[src/rtl/aps_ram.sv]
// Generic simple dual-port RAM: one write port, one read port, registered read.
// A read and a write of the same entry in one cycle return the old contents.
// No dependencies.
module aps_ram #(
    parameter int WIDTH = 1,
    parameter int DEPTH = 16,
    localparam int ADDR_W = (DEPTH > 1) ? $clog2(DEPTH) : 1
) (
    input  logic              aclk,
    input  logic              wr_en,
    input  logic [ADDR_W-1:0] wr_addr,
    input  logic [WIDTH-1:0]  wr_data,
    input  logic              rd_en,
    input  logic [ADDR_W-1:0] rd_addr,
    output logic [WIDTH-1:0]  rd_data
);

    logic [WIDTH-1:0] mem_reg [DEPTH];
    logic [WIDTH-1:0] rd_data_reg;

    always_ff @(posedge aclk) begin
        if (wr_en) begin
            mem_reg[wr_addr] <= wr_data;
        end
        if (rd_en) begin
            rd_data_reg <= mem_reg[rd_addr];
        end
    end

    assign rd_data = rd_data_reg;

endmodule

[config.mk]
export PLATFORM = sky130hd
export DESIGN_NAME = aps_ram
export DESIGN_NICKNAME = d
export VERILOG_FILES = /design/src/rtl/aps_ram.sv
export SDC_FILE = /design/constraint.sdc
export NUM_CORES = 1
export LEC_CHECK = 0
export BUFFER_PORTS_ARGS = -buffer_cell sky130_fd_sc_hd__buf_4
export CAP_MARGIN = 20
export CORE_MARGIN = 2
export CORE_UTILIZATION = 47
export CTS_CLUSTER_DIAMETER = 80
export DETAILED_ROUTE_END_ITERATION = 7
export PLACE_DENSITY = 0.81
export SYNTH_ARGS = -nofsm -noshare
export SYNTH_HDL_FRONTEND = slang
export SYNTH_SLANG_ARGS = --single-unit
[constraint.sdc]
create_clock -name aclk -period 1.4 [get_ports aclk]
set_clock_uncertainty 0.2 [all_clocks]
set_input_delay 0.07 -clock aclk [delete_from_list [all_inputs] [get_ports aclk]]
set_output_delay 0.07 -clock aclk [all_outputs]
set_load 0.01 [all_outputs]
==> flow_summary.json, run 1 <==
{
  "fin_crit_sh_pct": 110,
  "finalHoldViolations": 0,
  "dieArea_mm2": 0.00194,
  "hold_path.class": "in -> reg",
  "rows": 14,
  "ys_ff_latch": 17,
  "r2r_start": "mem_reg[14]",
  "first_pass_iters": 4,
  "synth.avg_cell_area_um2": 16.1,
  "relSlewSlack_pct": 83.0,
  "synth_top_cell_by_area": "edfxtp_1",
  "drt-total-wl_um": 1310,
  "max_freq_ghz": 0.651,
  "cts_max_level": 1,
  "hp-start": "wr_addr[3]",
  "grt-ovfl-total": 0,
  "seq_area_frac_synth_pct": 67.5,
  "violations": "negative setup slack",
  "total_power_mw": 0.942,
  "power_density_mw_per_mm2": 980,
  "grt_max_degree": 17,
  "synthTopCellsByArea": "edfxtp_1 68%, mux4_1 14%, nor2_1 6.0%, mux2i_1 4.0%, nor3_1 2.6%",
  "yosys_warnings": 0,
  "status": "finished, violations left",
  "fp.dieW_um": 44.1,
  "report.final.setup_viol": 1,
  "pin_count": 13,
  "cp_max_fo": 1,
  "post-cts-setup-buffers": 0,
  "p_leak_nw": 0.345,
  "cts.sinks": 17,
  "critical_path_class": "reg -> reg",
  "antenna_cells": 0,
  "cts_made_buffers": 3,
  "drive_gt1_share_pct": 33.3,
  "cts_root_buf": "clkbuf_4",
  "crit_path_start_kind": "flop",
  "routed_via_density": 5.33,
  "antenna_found_initial": 0,
  "hpwl_um": 1010,
  "numPortBuffers": 12,
  "route.detailed.drc": 0,
  "clk_pin_slew_ns": 0.10,
  "tightest_slew_ns": 0.252,
  "ctsResizeCount": 0,
  "synth_cell_types": 10,
  "fin_nets": 85,
  "drtIter0Drc": 7,
  "grt_pass1_vias": 487,
  "clockBufferDepth": 2,
  "place_congestion": 0.734,
  "avgRoutedWirePerCell_um": 14.9,
  "synthToLayoutAreaGrowth_pct": 27.2,
  "grt_use_total_pct": 15.2,
  "arrival_ns": 1.39,
  "syn_nets": 59,
  "postPlaceCellArea_um2": 873,
  "core_area_mm2": 0.00151,
  "largest_reg_flops": 16,
  "min_period_ns": 1.54,
  "finalWorstSetupSlack_ns": -0.135,
  "cts_tree": "built",
  "clk_latency_ns": 0.29,
  "die_h_um": 44.1,
  "vdd_drop_max_uv": 582,
  "rsz0062_at_grt": "yes",
  "required_ns": 1.25,
  "maxSlewViolCount": 0,
  "worstSetupStartpoint": "mem_reg[14]",
  "fin_util_pct": 63.8,
  "netlist_area_um2": 756,
  "stdcell_area_um2": 961,
  "initial_core_util_pct": 50.2,
  "synth_top_area_share_pct": 67.5,
  "via_count": 469,
  "critPathCaptureType": "flop",
  "grt_pass1_wl_um": 2050,
  "cap_violations": 0,
  "drtAntennaViolNets": 0,
  "syn_inst": 47
}
power by group:
part           internal [mW]  switching (mW)  total [mW]
Sequential             0.572         0.00291       0.575
Clock                  0.106           0.151       0.258
Combinational         0.0629          0.0458       0.109
Total                  0.742           0.200       0.942
synthesized netlist by cell type:
| cell type | number |
|---|---|
| edfxtp_1 | 17 |
| mux2i_1 | 3 |
| mux4_1 | 4 |
| nand2_1 | 1 |
| nand2b_1 | 2 |
| nand3_1 | 1 |
| nand3b_1 | 2 |
| nor2_1 | 12 |
| nor3_1 | 4 |
| or3b_2 | 1 |
timing repair:
action / CTS / global route
hold endpoints to repair: 22 / 0
gates cloned: 0 / 0
endpoints found under the setup margin: 1 / 1
hold buffers: 6 / 0
final timing paths:
kind,to,slack [ns],depth (start not counted)
setup / recovery,rd_data,-0.14,3
setup reg to reg,rd_data,-0.14,3
hold / removal,mem_reg[1],0.01,3
hold reg to reg,rd_data,0.64,3
logic make-up (layout without fill, tap and decap cells):
kind of cell,Yosys count,after routing,synth area share (%)
simple gates,23,23,14.6
buf+inv,0,25,0
flops,17,17,67.5
mux,7,7,17.9
through the flow:
step	setup TNS (ns)	cells	setup slack [ns]	hold slack, ns
floorplan	-0.0433	47	-0.0433	-0.0311
global placement	-0.106	78	-0.0944	0.0711
detailed placement	-0.156	78	-0.131	0.0755
CTS	-0.141	88	-0.141	0.0152
global route	-0.204	88	-0.204	0.0432
finish	-0.135	88	-0.135	0.0145
per-layer routing:
metal | routed length (µm) | global-route usage [%] | share of wire (%)
met5 | 0 | 0 | 0
met3 | 45 | 2.45 | 3.4
met1 | 546 | 17.5 | 42
met4 | 15 | 5.45 | 1.1
met2 | 704 | 28.2 | 54
final cells by class:
class / count / area (µm²)
Timing Repair Buffer: 21 / 173
Clock inverter: 1 / 5.00
Sequential cell: 17 / 510
Multi-Input combinational cell: 30 / 230
Fill cell: 117 / 546
Clock buffer: 3 / 22.5
Tap cell: 16 / 20.0
cell usage in the layout, fill, tap and decap left out:
cell type and n:
nor3_1 4, buf_4 15, nor2_1 12, dlygate4sd3_1 6, mux4_2 4, nand3b_1 2
mux2i_1 3, or3b_2 1, nand2_1 1, nand3_1 1, clkbuf_4 3, clkinv_2 1
edfxtp_1 17, nand2b_1 2
worst max-delay path, cell delays in order, from the launching register on:
cell      delay (ns)
edfxtp_1        0.39
mux4_2          0.47
mux2i_1         0.15
mux2i_1         0.09
(Power assumes the default switching activity.)
==> run 2, diff against run 1 <==
Settings changed: CELL_PAD_IN_SITES_DETAIL_PLACEMENT set to 2, CELL_PAD_IN_SITES_GLOBAL_PLACEMENT set to 2, CORE_UTILIZATION 47 to 33, PLACE_DENSITY 0.81 to 0.8.
==> run 2 against run 1 <==
  * The run still ends with negative setup slack left
  * Clock power about the same
  * Power rose by 0.29%
  * Fmax shrank 0.83%
  * Register-to-register slack is essentially flat
  * Final area rose by 0.65%
  * Cell count up 13%
  * Non-clock buffer count decreased by 1
  * Largest cell class unchanged
  * Sequential power is essentially flat
==> flow_summary.json, run 2 (synthesized netlist as in run 1, its figures left out) <==
{
  "finalWorstSetupSlack_ns": -0.148,
  "drive_gt1_share_pct": 31.0,
  "p_leak_nw": 0.337,
  "grt-ovfl-total": 0,
  "routed_via_density": 4.82,
  "fin_hold_ws_ns": 0.0272,
  "antenna_cells": 0,
  "synthToLayoutAreaGrowth_pct": 28.0,
  "finalHoldViolations": 0,
  "wl_met1_um": 688,
  "cts_root_buf": "clkbuf_4",
  "post-cts-setup-buffers": 0,
  "fin_nets": 84,
  "clk_latency_ns": 0.29,
  "grt_max_degree": 17,
  "via_count": 477,
  "wl_met2_um": 708,
  "drtAntennaViolNets": 0,
  "dieArea_mm2": 0.00269,
  "crit_path_start_kind": "flop",
  "status": "finished, violations left",
  "route.detailed.drc": 0,
  "antenna_found_initial": 0,
  "cts_tree": "built",
  "hp-start": "wr_addr[3]",
  "drtIter0Drc": 10,
  "cap_violations": 0,
  "final_common_cell": "edfxtp_1",
  "maxSlewViolCount": 0,
  "numPortBuffers": 12,
  "relSlewSlack_pct": 78.8,
  "r2r_start": "mem_reg[6]",
  "rsz0062_at_grt": "yes",
  "critical_path_class": "reg -> reg",
  "grt_use_total_pct": 12.7,
  "post-place-ws_ns": -0.146,
  "fillers": 210,
  "core_area_mm2": 0.00219,
  "drt-total-wl_um": 1490,
  "critPathCaptureType": "flop",
  "tightest_slew_ns": 0.315,
  "vdd_drop_max_uv": 644,
  "fin_util_pct": 44.1,
  "grt_pass1_wl_um": 2350,
  "mostFrequentLayoutCells": "17 x edfxtp_1, 14 x buf_4, 12 x nor2_1, 6 x dlygate4sd3_1",
  "fin_crit_sh_pct": 111,
  "cts_max_level": 1,
  "max_freq_ghz": 0.646,
  "worstSetupStartpoint": "mem_reg[6]",
  "rows": 17,
  "ctsResizeCount": 0,
  "initial_core_util_pct": 34.5,
  "cts_made_buffers": 3,
  "largest_reg_flops": 16,
  "clockBufferDepth": 2,
  "fp.dieW_um": 51.9,
  "violations": "negative setup slack",
  "min_period_ns": 1.55,
  "arrival_ns": 1.39,
  "pin_count": 13,
  "final_cells": 99,
  "die_h_um": 51.9,
  "cp_max_fo": 1,
  "place_congestion": 0.737,
  "power_density_mw_per_mm2": 977,
  "hpwl_um": 1160,
  "report.final.setup_viol": 1,
  "cts.sinks": 17,
  "clk_pin_slew_ns": 0.10,
  "required_ns": 1.24,
  "dp.cells": 89,
  "met3_length_um": 38,
  "total_power_mw": 0.945,
  "highest_layer": "met4",
  "grt_pass1_vias": 504,
  "hold_path.class": "in -> reg",
  "first_pass_iters": 3,
  "avgRoutedWirePerCell_um": 15.1
}
run 2: cell types whose count changed in the layout (fill, tap and decap cells not counted):
cell      previous run  this run
clkinv_2             1         0
buf_4               15        14
clkbuf_1             0         1
run 2: critical path, cell delays in order, from the launching register on:
cell and delay [ns]:
edfxtp_1 0.39, mux4_2 0.47, mux2i_1 0.14, mux2i_1 0.09
run 2: power breakdown:
part	total [mW]	switching [mW]	leakage, nW	internal, mW
Clock	0.260	0.149	0.0150	0.111
Combinational	0.108	0.0470	0.168	0.0612
Sequential	0.576	0.00357	0.154	0.573
run 2: what timing repair did:
| item | in CTS | in global routing |
|---|---|---|
| endpoints found under the setup margin | 1 | 1 |
| endpoints found under the hold margin | 22 | 0 |
| hold buffers | 6 | 0 |
run 2: path summary, 6_finish.rpt:
path                end  slack, ns  depth (start not counted)
min          mem_reg[3]       0.03                          3
max             rd_data      -0.15                          3
max reg2reg     rd_data      -0.15                          3
min reg2reg     rd_data       0.66                          3
run 2: final cells by class:
type | instances | area (µm²) | share of cell area, %
tap | 28 | 35.0 | 3.62
multi-input combinational | 30 | 230 | 23.8
clock buffer | 4 | 26.3 | 2.72
sequential | 17 | 510 | 52.8
timing repair buffer | 20 | 165 | 17.1
run 2: layer usage:
metal	track usage [%]	vias up
met5	0	-
met2	20.5	14
met3	1.72	5
met4	9.21	0
li1	-	228
met1	15.6	230
run 2: metrics by stage:
step | TNS, ns | cell area, µm²
after floorplan | -0.0433 | 741
after global placement | -0.0994 | 881
after detailed placement | -0.164 | 881
after CTS | -0.155 | 967
after global routing | -0.171 | 967
final | -0.148 | 967
